==> config.mk <==
export PLATFORM = sky130hd
export DESIGN_NAME = bisection_root_finder
export DESIGN_NICKNAME = d
export VERILOG_FILES = /design/src/hdl/brf_pkg.sv /design/src/hdl/brf_eval.sv /design/src/hdl/bisection_root_finder.sv
export SDC_FILE = /design/constraint.sdc
export NUM_CORES = 2
export LEC_CHECK = 0
export ABC_AREA = 1
export BUFFER_PORTS_ARGS = -buffer_cell sky130_fd_sc_hd__buf_2
export CORE_MARGIN = 8
export CORE_UTILIZATION = 40
export CTS_CLUSTER_SIZE = 40
export DETAILED_ROUTE_END_ITERATION = 16
export PLACE_DENSITY = 0.62
export SLEW_MARGIN = 40
export SYNTH_ARGS = -nofsm -noshare
export SYNTH_HDL_FRONTEND = slang
export SYNTH_SLANG_ARGS = --single-unit
==> constraint.sdc <==
create_clock -name clk -period 19.5 [get_ports clk]
set_clock_uncertainty 0.15 [all_clocks]
set_input_delay 1.95 -clock clk [delete_from_list [all_inputs] [get_ports clk]]
set_output_delay 1.95 -clock clk [all_outputs]
set_load 0.1 [all_outputs]
==> src/hdl/brf_pkg.sv <==
// Shared types and constants for the bisection root finder.
`timescale 1ns / 1ps
`default_nettype none

package brf_pkg;

	localparam int MaxIterationsDef = 48;
	localparam int FractionBitsDef  = 16;

	// configuration register indexes
	typedef enum logic [1:0] {
		RegExponent     = 2'd0,
		RegLinearCoeff  = 2'd1,
		RegConstantTerm = 2'd2,
		RegTolerance    = 2'd3
	} reg_index_t;

	typedef enum logic [1:0] {
		StConverged = 2'd0,
		StNoSign    = 2'd1,
		StLimit     = 2'd2
	} status_t;

	typedef struct packed {
		logic [3:0]         exponent;
		logic signed [15:0] linear_coeff;
		logic signed [31:0] constant_term;
		logic [15:0]        tolerance;
	} cfg_t;

	typedef struct packed {
		logic signed [31:0] lower_bound;
		logic signed [31:0] upper_bound;
	} item_t;

	typedef struct packed {
		logic signed [31:0] root;
		status_t            status;
		logic [6:0]         iterations;
	} result_t;

	// evaluator report back to the sequencer
	typedef struct packed {
		logic done;
		logic neg;
		logic zero;
	} eval_res_t;

endpackage

`default_nettype wire

==> src/hdl/brf_eval.sv <==
// Polynomial sign evaluator: x^m + n*x + c, one shared 32x32 multiplier, one sum adder.
`timescale 1ns / 1ps
`default_nettype none

module brf_eval #(
	parameter int FRACTION_BITS = brf_pkg::FractionBitsDef
) (
	input  wire logic               clk,
	input  wire logic               arst_n,
	input  wire logic               start,
	input  wire logic signed [31:0] x,
	input  wire brf_pkg::cfg_t      cfg,
	output brf_pkg::eval_res_t      res
);

	localparam int          Shift  = 32 - FRACTION_BITS;
	localparam logic [63:0] Cap    = 64'h8000_0000_0000_0000;
	localparam logic [63:0] CapLim = Cap >> Shift;
	localparam logic [63:0] One    = 64'd1 << FRACTION_BITS;
	localparam logic [63:0] MaxPos = 64'h7FFF_FFFF_FFFF_FFFF;

	typedef enum logic [2:0] {
		S_IDLE, S_HI, S_LO, S_CMB, S_LIN, S_ADD1, S_ADD2
	} state_t;

	state_t      state_q;
	logic        xneg_q;
	logic [31:0] xmag_q;
	logic [63:0] mag_q;
	logic [63:0] p0_q;
	logic [63:0] p1_q;
	logic [63:0] acc_q;
	logic [3:0]  cnt_q;
	logic        done_q;

	logic [31:0] xabs;
	logic [15:0] nabs;
	logic [31:0] mul_a;
	logic [63:0] mul_out;
	logic [64:0] shr_sum;
	logic [63:0] mag_next;
	logic [63:0] pw;
	logic        pw_neg;
	logic [63:0] nx;
	logic [63:0] add_b;
	logic [64:0] add_sum;
	logic [63:0] add_sat;

	assign xabs = x[31] ? (~x + 32'd1) : x;
	assign nabs = cfg.linear_coeff[15] ? (~cfg.linear_coeff + 16'd1) : cfg.linear_coeff;

	always_comb begin
		case (state_q)
			S_HI:    mul_a = mag_q[63:32];
			S_LO:    mul_a = mag_q[31:0];
			default: mul_a = {16'd0, nabs};
		endcase
	end

	assign mul_out = {32'd0, mul_a} * {32'd0, xmag_q};

	// product recombination with saturation at 2^63
	assign shr_sum = {1'b0, p0_q << Shift} + {1'b0, p1_q >> FRACTION_BITS};
	always_comb begin
		if (p0_q > CapLim) begin
			mag_next = Cap;
		end else if (shr_sum > {1'b0, Cap}) begin
			mag_next = Cap;
		end else begin
			mag_next = shr_sum[63:0];
		end
	end

	assign pw_neg = xneg_q & cfg.exponent[0];
	always_comb begin
		if (pw_neg) begin
			pw = mag_q[63] ? Cap : (~mag_q + 64'd1);
		end else begin
			pw = mag_q[63] ? MaxPos : mag_q;
		end
	end

	assign nx = (cfg.linear_coeff[15] ^ xneg_q) ? (~p1_q + 64'd1) : p1_q;

	assign add_b   = (state_q == S_ADD1) ? nx : {{32{cfg.constant_term[31]}}, cfg.constant_term};
	assign add_sum = {acc_q[63], acc_q} + {add_b[63], add_b};
	always_comb begin
		if (add_sum[64] != add_sum[63]) begin
			add_sat = add_sum[64] ? Cap : MaxPos;
		end else begin
			add_sat = add_sum[63:0];
		end
	end

	always_ff @(posedge clk or negedge arst_n) begin
		if (!arst_n) begin
			state_q <= S_IDLE;
			done_q  <= 1'b0;
			acc_q   <= '0;
		end else begin
			done_q <= 1'b0;
			case (state_q)
				S_IDLE: begin
					if (start) begin
						xneg_q <= x[31];
						xmag_q <= xabs;
						mag_q  <= One;
						cnt_q  <= cfg.exponent;
						state_q <= (cfg.exponent != 4'd0) ? S_HI : S_LIN;
					end
				end
				S_HI: begin
					p0_q    <= mul_out;
					state_q <= S_LO;
				end
				S_LO: begin
					p1_q    <= mul_out;
					state_q <= S_CMB;
				end
				S_CMB: begin
					mag_q   <= mag_next;
					cnt_q   <= cnt_q - 4'd1;
					state_q <= (cnt_q == 4'd1) ? S_LIN : S_HI;
				end
				S_LIN: begin
					p1_q    <= mul_out;
					acc_q   <= pw;
					state_q <= S_ADD1;
				end
				S_ADD1: begin
					acc_q   <= add_sat;
					state_q <= S_ADD2;
				end
				S_ADD2: begin
					acc_q   <= add_sat;
					done_q  <= 1'b1;
					state_q <= S_IDLE;
				end
				default: state_q <= S_IDLE;
			endcase
		end
	end

	assign res.done = done_q;
	assign res.neg  = acc_q[63];
	assign res.zero = (acc_q == 64'd0);

endmodule

`default_nettype wire

==> src/hdl/bisection_root_finder.sv <==
// Top level: configuration registers, bisection sequencer and result register.
// Sequencing: each evaluation of f runs on the shared multiplier. An item is evaluated at
// both bounds and then at one midpoint per halving; the result is loaded once an exact zero,
// the tolerance or the iteration limit is met, or after the bounds if there is no sign change.
// One item is in work at a time; the next item is taken once the sequencer is back in idle.
// Asynchronous active-low reset returns the sequencer to idle and the configuration registers to defaults.
`timescale 1ns / 1ps
`default_nettype none

module bisection_root_finder #(
	parameter int MAX_ITERATIONS = brf_pkg::MaxIterationsDef,
	parameter int FRACTION_BITS  = brf_pkg::FractionBitsDef
) (
	input  wire logic            clk,
	input  wire logic            arst_n,
	input  wire logic            item_valid,
	output logic                 item_stall,
	input  wire brf_pkg::item_t  item,
	output logic                 result_valid,
	input  wire logic            result_stall,
	output brf_pkg::result_t     result,
	input  wire logic            cfg_valid,
	output logic                 cfg_ready,
	input  wire logic [1:0]      cfg_index,
	input  wire logic [31:0]     cfg_data
);

	typedef enum logic [2:0] {
		T_IDLE, T_EVA, T_EVB, T_MID, T_EVM, T_CHK, T_OUT
	} state_t;

	state_t             state_q;
	brf_pkg::cfg_t      cfg_q;
	logic signed [31:0] lo_q;
	logic signed [31:0] hi_q;
	logic signed [31:0] mid_q;
	logic               fa_neg_q;
	logic               fa_pos_q;
	logic               low_sign_q;
	logic [6:0]         cnt_q;
	brf_pkg::result_t   res_q;
	logic               result_valid_q;
	brf_pkg::result_t   result_q;

	logic               ev_start;
	logic signed [31:0] ev_x;
	brf_pkg::eval_res_t ev;
	logic [32:0]        mid_sum;
	logic signed [31:0] mid;
	logic [32:0]        diff;
	logic [32:0]        dabs;
	logic               fb_neg;
	logic               fb_pos;
	logic               out_free;

	assign cfg_ready  = 1'b1;
	assign item_stall = (state_q != T_IDLE);

	// floor of the exact 33-bit sum halved
	assign mid_sum = {lo_q[31], lo_q} + {hi_q[31], hi_q};
	assign mid     = mid_sum[32:1];

	assign diff = {lo_q[31], lo_q} - {hi_q[31], hi_q};
	assign dabs = diff[32] ? (~diff + 33'd1) : diff;

	assign fb_neg = ev.neg;
	assign fb_pos = !ev.neg && !ev.zero;

	assign out_free = !result_valid_q || !result_stall;

	always_comb begin
		ev_start = 1'b0;
		ev_x     = item.lower_bound;
		case (state_q)
			T_IDLE: begin
				ev_start = item_valid;
				ev_x     = item.lower_bound;
			end
			T_EVA: begin
				ev_start = ev.done;
				ev_x     = hi_q;
			end
			T_MID: begin
				ev_start = 1'b1;
				ev_x     = mid;
			end
			default: begin
				ev_start = 1'b0;
				ev_x     = mid;
			end
		endcase
	end

	brf_eval #(
		.FRACTION_BITS(FRACTION_BITS)
	) u_eval (
		.clk   (clk),
		.arst_n(arst_n),
		.start (ev_start),
		.x     (ev_x),
		.cfg   (cfg_q),
		.res   (ev)
	);

	always_ff @(posedge clk or negedge arst_n) begin
		if (!arst_n) begin
			cfg_q.exponent      <= 4'd1;
			cfg_q.linear_coeff  <= '0;
			cfg_q.constant_term <= '0;
			cfg_q.tolerance     <= 16'd7;
		end else if (cfg_valid && cfg_ready) begin
			case (brf_pkg::reg_index_t'(cfg_index))
				brf_pkg::RegExponent:     cfg_q.exponent      <= cfg_data[3:0];
				brf_pkg::RegLinearCoeff:  cfg_q.linear_coeff  <= cfg_data[15:0];
				brf_pkg::RegConstantTerm: cfg_q.constant_term <= cfg_data;
				brf_pkg::RegTolerance:    cfg_q.tolerance     <= cfg_data[15:0];
				default: ;
			endcase
		end
	end

	always_ff @(posedge clk or negedge arst_n) begin
		if (!arst_n) begin
			state_q        <= T_IDLE;
			result_valid_q <= 1'b0;
			cnt_q          <= '0;
		end else begin
			if (state_q == T_OUT && out_free) begin
				result_valid_q <= 1'b1;
			end else if (result_valid_q && !result_stall) begin
				result_valid_q <= 1'b0;
			end
			case (state_q)
				T_IDLE: begin
					if (item_valid) begin
						lo_q    <= item.lower_bound;
						hi_q    <= item.upper_bound;
						cnt_q   <= '0;
						state_q <= T_EVA;
					end
				end
				T_EVA: begin
					if (ev.done) begin
						fa_neg_q <= ev.neg;
						fa_pos_q <= !ev.neg && !ev.zero;
						state_q  <= T_EVB;
					end
				end
				T_EVB: begin
					if (ev.done) begin
						if ((fa_neg_q && fb_pos) || (fa_pos_q && fb_neg)) begin
							low_sign_q <= fa_neg_q;
							state_q    <= T_MID;
						end else begin
							res_q.root       <= '0;
							res_q.status     <= brf_pkg::StNoSign;
							res_q.iterations <= '0;
							state_q          <= T_OUT;
						end
					end
				end
				T_MID: begin
					mid_q   <= mid;
					cnt_q   <= cnt_q + 7'd1;
					state_q <= T_EVM;
				end
				T_EVM: begin
					if (ev.done) begin
						if (ev.zero) begin
							res_q.root       <= mid_q;
							res_q.status     <= brf_pkg::StConverged;
							res_q.iterations <= cnt_q;
							state_q          <= T_OUT;
						end else begin
							if (ev.neg != low_sign_q) begin
								hi_q <= mid_q;
							end else begin
								lo_q <= mid_q;
							end
							state_q <= T_CHK;
						end
					end
				end
				T_CHK: begin
					res_q.root       <= mid_q;
					res_q.iterations <= cnt_q;
					if (dabs <= {17'd0, cfg_q.tolerance}) begin
						res_q.status <= brf_pkg::StConverged;
						state_q      <= T_OUT;
					end else if (cnt_q >= 7'(MAX_ITERATIONS)) begin
						res_q.status <= brf_pkg::StLimit;
						state_q      <= T_OUT;
					end else begin
						state_q <= T_MID;
					end
				end
				T_OUT: begin
					if (out_free) begin
						result_q <= res_q;
						state_q  <= T_IDLE;
					end
				end
				default: state_q <= T_IDLE;
			endcase
		end
	end

	assign result_valid = result_valid_q;
	assign result       = result_q;

endmodule

`default_nettype wire
# [Word-level counts from Yosys, hierarchy flattened]
# Index checks and enable logic that the tools add are counted.
[totals] output_inout_bits=44 elab_cells=181 reg_bits=557
[op_classes] n_reduce_logical=43 add_sub_neg=11 bitwise=7 muxes=56 multipliers=1 n_eq_ne=30 magnitude_cmp=4
[op_table] op="two-way mux 64 bit" n=9
[op_table] op="two-way mux 32 bit" n=8
[op_table] op="case mux 32 bit (2 select lines)" n=4
[op_table] op="case mux 64 bit (2 select lines)" n=2
[op_table] op="two-way mux 41 bit" n=4
[op_table] op="adder 64 x 1 -> 64 bit (second input constant)" n=2
[op_table] op="inverter 64 bit" n=2
[op_table] op="case mux 41 bit (3 select lines)" n=1
[op_table] op="adder 64 x 48 -> 65 bit" n=1
[op_table] op="adder 64 x 64 -> 65 bit" n=1
[op_table] op="greater-than comparator 65 x 64 -> 1 bit (second input constant)" n=1
[op_table] op="greater-than comparator 64 x 48 -> 1 bit (second input constant)" n=1
[op_table] op="logical NOT 64 bit" n=1
[op_table] op="multiplier 32 x 32 -> 64 bit" n=1
[op_table] op="two-way mux 63 bit" n=1
[op_table] op="adder 32 x 32 -> 33 bit" n=1
[op_table] op="adder 33 x 1 -> 33 bit (second input constant)" n=1
[op_table] op="less-or-equal comparator 33 x 16 -> 1 bit" n=1
[op_table] op="two-way mux 3 bit" n=11
[op_table] op="two-way mux 33 bit" n=1
[op_table] op="inverter 33 bit" n=1
[op_table] op="subtractor 32 x 32 -> 33 bit" n=1
[op_table] op="adder 32 x 1 -> 32 bit (second input constant)" n=1
[op_table] op="inverter 32 bit" n=1
[op_table] op="43 further kinds" n=94

# [Logic depth before layout (Yosys ltp)]
[logic_depth] depth_word=8 ltp_mapped=45

# [Modules after synthesis]
# From an unflattened synthesis, not the netlist that was laid out.
[hier_totals] hier_cells=9433 hier_area_um2=73075.1
[by_module_without_submodules] module="brf_eval" n_inst=1 cells_each=7409 seq_area_each_um2=8578.2 area_each_um2=56922.1
[by_module_without_submodules] module="bisection_root_finder" n_inst=1 cells_each=2024 seq_area_each_um2=7417.1 area_each_um2=16153.0

# [Least setup slack after synthesis]
# Ideal clock, no wire load.
[synth_timing] path_type="flip-flop to flip-flop" start="register cfg_q[52] (netlist name)" end="register u_eval.p0_q[59], data pin" t_arrival_ps=8153 t_required_ps=19087 synth_period_minus_slack_ps=8565 stages_incl_launch_ff=41 slack_ps=10935 path_cell_list="dfrtp_1 nor2_1 inv_1 nor4_1 inv_1 nor3_1 nand2_1 nor3_1 nor2_1 a21oi_1 o21ai_0 a21o_1 nand2_1 clkbuf_1 nor2_1 fa_1 fa_1 fa_1 [5 not listed] fa_1 inv_1 fa_1 fa_1 ha_1 a21oi_1 o21ai_0 a21oi_1 o221ai_1 a21oi_1 inv_1 a21oi_1 o21ai_0 nand2_1 o211ai_1 nand2_1 nand3_1 xor2_1"
[synth_via] elab_chain_len=5
[synth_rtl] item="from (decl)" line="bisection_root_finder.sv:33" source="brf_pkg::cfg_t cfg_q;"
[synth_rtl] item="inverter 16 bit" line="brf_eval.sv:50" source="assign nabs = cfg.linear_coeff[15] ? (~cfg.linear_coeff + 16'd1) : cfg.linear_coeff;"
[synth_rtl] item="adder 16 x 1 -> 16 bit" line="brf_eval.sv:50"
[synth_rtl] item="two-way mux 16 bit (*)" line="brf_eval.sv:50"
[synth_rtl] item="case mux 32 bit (2 select lines) (*)" line="brf_eval.sv:53" source="case (state_q)"
[synth_rtl] item="multiplier 32 x 32 -> 64 bit (*)" line="brf_eval.sv:60" source="assign mul_out = {32'd0, mul_a} * {32'd0, xmag_q};"
[synth_rtl] item="net u_eval.mul_out[59]" line="brf_eval.sv:39" source="logic [63:0] mul_out;"
[synth_rtl] item="to (signal assigned)" line="brf_eval.sv:113" source="p0_q <= mul_out;"
[synth_rtl] item="to (decl)" line="brf_eval.sv:30" source="logic [63:0] p0_q;"
# The timed path passes the listed nets; every way through them passes the cells marked *.
# A chain may end at the register's enable or synchronous reset.

# [Worst setup path in the final report]
[layout_timing] start="register u_eval.state_q[0]" end="register u_eval.p0_q[45], data pin"
[layout_via] elab_chain_len=3 elab_cells_between_ends=4 classes_between="mul: 1; eq/ne: 2; mux: 1"
[layout_rtl] item="from (decl)" line="brf_eval.sv:26" source="state_t state_q;"
[layout_rtl] item="from (signal assigned)" line="brf_eval.sv:109" source="state_q <= (cfg.exponent != 4'd0) ? S_HI : S_LIN;"
[layout_rtl] item="from (signal assigned)" line="brf_eval.sv:123" source="state_q <= (cnt_q == 4'd1) ? S_LIN : S_HI;"
[layout_rtl] item="== test 3 x 2 -> 1 bit or == test 3 x 1 -> 1 bit (tied branches)" line="brf_eval.sv:53"
[layout_rtl] item="case mux 32 bit (2 select lines) (*)" line="brf_eval.sv:53"
[layout_rtl] item="multiplier 32 x 32 -> 64 bit (*)" line="brf_eval.sv:60"
[layout_rtl] item="net u_eval.mul_out[45]" line="brf_eval.sv:39"
# Marked as above.

==> impl_metrics.csv <==
group,metric,value,unit
run_status,run_status,"complete, no violations",
clocking,post_cts_buffers,0,
sta,setup_total_negative_slack,0,ns
sta,finalWorstSetupSlack,8.77,ns
routing,wire_per_inst,23.1,µm
sta,worst_slew_pin_slew,0.991,ns
placed_design,port-buffer-count,145,
worst_setup_path,timing.critical_path.fanout_max,20,
routing,detailroute.via_count,63566,
worst_hold_path,worst_hold_path_type,"reg -> reg",
yosys,synth_cell_type_count,73,
worst_setup_path,crit_start,"u_eval.state_q[0]",
global_routing,track_usage,27.1,%
sta,period_share,55.0,%
worst_setup_path,critical_path_cell_count,31,
clocking,cts_sinks,557,
global_routing,grt.overflow.total,0,
worst_setup_path,ff2ff_setup_slack,8.77,ns
sta,report.final.setup_viol,0,
yosys,syn_nets,10614,
global_routing,grt_pass1_wl,400,mm
yosys,synthesis.instances,9163,
flow_run,reported_max_cap_violation_count,0,
routing,route.detailed.vias_per_inst,5.49,
worst_setup_path,worst_path_arrival_time,11.03,ns
layout,layout-drive-gt1-share,6.28,%
sta,finalCriticalPeriod,10.73,ns
clocking,cts-htree-levels,2,
sta,total_count_of_max_transition_violations_in_the_final_report,0,
sta,final_hold_viol_count,0,
floorplanning,initial_core_utilization,40.1,%
worst_setup_path,number_of_buffer_and_inverter_instances_along_the_worst_setup_path,6,
yosys,post_synthesis_register_bit_count,557,
worst_setup_path,crit_path_frequent_cell,"sky130_fd_sc_hd__fa_1",
layout,finalNetCount,10616,
clocking,tritoncts,"built",
routing,detailedRoute.firstPassIterationCount,8,
floorplanning,floorplan.core_area,0.180,mm²
worst_setup_path,category_of_cells_accounting_for_the_largest_share_of_critical_path_delay,"adder cells",
worst_setup_path,cell_count_of_the_worst_reg_to_reg_path,31,
worst_setup_path,reg_to_reg_startpoint,"u_eval.state_q[0]",
clocking,clkSlewWorstSetupHoldPaths,0.06,ns
global_routing,antenna_found_initial,2,
floorplanning,placement_rows,156,
routing,finalWirelength,268,mm
floorplanning,die_height,441,µm
clocking,max_root_sink_buffers,3,
placed_design,gp_congestion,1.00,
floorplanning,num_io_pins,147,
layout,mostFrequentLayoutCells,"1,988 x sky130_fd_sc_hd__nand2_1, 1,696 x sky130_fd_sc_hd__inv_1, 1,105 x sky130_fd_sc_hd__nor2_1",
clocking,cts_root_buf,"sky130_fd_sc_hd__clkbuf_16",
sta,grt_setup_unrepaired,"no",
sta,max_clock_freq,0.0932,GHz
clocking,tritoncts.num_buffers,60,
routing,dr.first_iter.drc_count,6155,
yosys,synthesis.yosys.warnings,0,
worst_setup_path,crit_path_max_incr_delay,0.76,ns
yosys,ys_top_cells_by_area,"sky130_fd_sc_hd__fa_1 25%, sky130_fd_sc_hd__edfxtp_1 17%, sky130_fd_sc_hd__nand2_1 10%",
worst_setup_path,worstSetupPathType,"reg -> reg",
sta,worst_slew_margin,33.9,%
worst_setup_path,cp_data_required_time,19.81,ns
clocking,cts_resized,0,
yosys,synth.avg_cell_area,7.88,µm²
clocking,clock_latency,0.71,ns
yosys,yosysTopAreaCellShare,25.0,%
worst_hold_path,holdPathStages,0,
layout,final_core_util,43.1,%
yosys,synth_largest_area_cell,"sky130_fd_sc_hd__fa_1",
yosys,syn-cell-area,0.0722,mm²
yosys,synth.yosys.seq_area_share,22.2,%
yosys,synth_edf_count,410,
layout,final_common_cell,"sky130_fd_sc_hd__nand2_1",
placed_design,dp_hpwl,216,mm
worst_setup_path,r2r_end,"u_eval.p0_q[45]",
yosys,share_of_flip_flops_with_an_asynchronous_set_or_reset,26.4,%
layout,layout-area-overhead-vs-synth,7.58,%
worst_setup_path,crit_end,"u_eval.p0_q[45]",
global_routing,grt_start_max_net_pins,81,
global_routing,grt_pass1_vias,63803,
sta,hold_slack,0.270,ns
worst_setup_path,setup.worst_path.end_class,"flip-flop",
placed_design,dpl_worst_slack,8.92,ns
worst_setup_path,critical_path_startpoint_category,"flip-flop",
yosys,synthFlopType,"sky130_fd_sc_hd__edfxtp_1",
floorplanning,die_w,441,µm
routing,ant_nets,0,
worst_setup_path,cell_with_the_biggest_individual_delay_on_the_critical_path,"sky130_fd_sc_hd__clkinv_1",
clocking,number_of_buffers_inserted_for_hold_repair_after_clock_tree_synthesis,0,
routing,post-route-drc-count,0,
floorplanning,design.die.area,0.194,mm²
==> synth_stat cells (14+ instances only) <==
cell type,n
sky130_fd_sc_hd__a21o_1,23
sky130_fd_sc_hd__a21oi_1,369
sky130_fd_sc_hd__a21oi_2,14
sky130_fd_sc_hd__a31oi_1,67
sky130_fd_sc_hd__buf_2,29
sky130_fd_sc_hd__clkbuf_1,245
sky130_fd_sc_hd__clkinv_1,40
sky130_fd_sc_hd__dfrtp_1,143
sky130_fd_sc_hd__edfxtp_1,410
sky130_fd_sc_hd__fa_1,900
sky130_fd_sc_hd__ha_1,448
sky130_fd_sc_hd__inv_1,1703
sky130_fd_sc_hd__inv_2,21
sky130_fd_sc_hd__nand2_1,1989
sky130_fd_sc_hd__nand2_2,25
sky130_fd_sc_hd__nand3_1,263
sky130_fd_sc_hd__nand3b_1,18
sky130_fd_sc_hd__nand4_1,72
sky130_fd_sc_hd__nor2_1,1112
sky130_fd_sc_hd__nor2_2,51
sky130_fd_sc_hd__nor3_1,112
sky130_fd_sc_hd__nor4_1,89
sky130_fd_sc_hd__o211ai_1,19
sky130_fd_sc_hd__o21a_1,56
sky130_fd_sc_hd__o21ai_0,366
sky130_fd_sc_hd__o21ai_1,34
sky130_fd_sc_hd__o21bai_1,18
sky130_fd_sc_hd__o221ai_1,15
sky130_fd_sc_hd__o22ai_1,27
sky130_fd_sc_hd__o31ai_1,22
sky130_fd_sc_hd__or2_2,15
sky130_fd_sc_hd__xnor2_1,91
sky130_fd_sc_hd__xor2_1,195
==> sequential cells by signal, indices dropped and copies added (netlist names), 3 cells and up <==
name	cells
cfg_q	68
u_eval.mag_q	64
u_eval.cnt_q	4
u_eval.p0_q	64
state_q	3
u_eval.state_q	3
result	41
res_q	41
u_eval.xmag_q	32
u_eval.p1_q	64
hi_q	32
lo_q	32
mid_q	32
cnt_q	7
u_eval.acc_q	64
==> cell type report <==
type	instances	area [µm²]
fill	18344	102000
antenna	3	7.51
sequential	557	16000
inverter	1764	6630
timing repair buffer	248	1610
multi-input combinational	6534	48400
tap	2370	2970
clock buffer	70	1580
clock inverter	43	437
==> how the worst min path moves through the flow <==
stage                 endpoint       from  slack [ns]
floorplan            result[0]   res_q[0]        0.25
global placement     result[2]   res_q[2]        0.26
detailed placement  result[13]  res_q[13]        0.25
CTS                 result[13]  res_q[13]        0.27
global route         result[3]   res_q[3]        0.27
finish              result[13]  res_q[13]        0.27
==> layer usage <==
layer	GRT usage, %	up-vias	wire (µm)	share of wire, %
met5	0	-	0	0
met4	13.0	0	16300	6.1
met3	5.00	704	23000	8.6
met2	43.4	3041	119000	45
met1	35.5	31269	109000	41
li1	-	28552	-	-
==> worst register-to-register path: cells and delay by family, from the launching register on <==
| family | cells | cell delay, ns |
|---|---|---|
| buffers and inverters | 6 | 1.83 |
| xor gates and xnor gates | 1 | 0.32 |
| DFF | 1 | 0.40 |
| and+or+nand+nor | 9 | 2.12 |
| adders and majority gates | 9 | 4.21 |
| AOI/OAI and AO/OA | 6 | 1.49 |
==> cell families after synthesis <==
logic type	Yosys count	share of synthesized area (%)
simple gates	3794	21.7
buf+inv	2072	11.0
fa+ha+maj	1348	32.7
compound gates	1087	8.68
flops	557	22.2
xor+xnor	288	3.52
mux	16	0.244
other cells	1	0.00520
==> through the flow <==
stage | area (µm²) | cells
CTS | 77600 | 11586
floorplan | 72200 | 9163
global route | 77600 | 11586
finish | 77600 | 11589
detailed placement | 75600 | 11473
global placement | 75400 | 11464
Power is left out: the tool's default activity adds up to more than one toggle a clock period on the data nets, which glitch-free logic cannot reach.
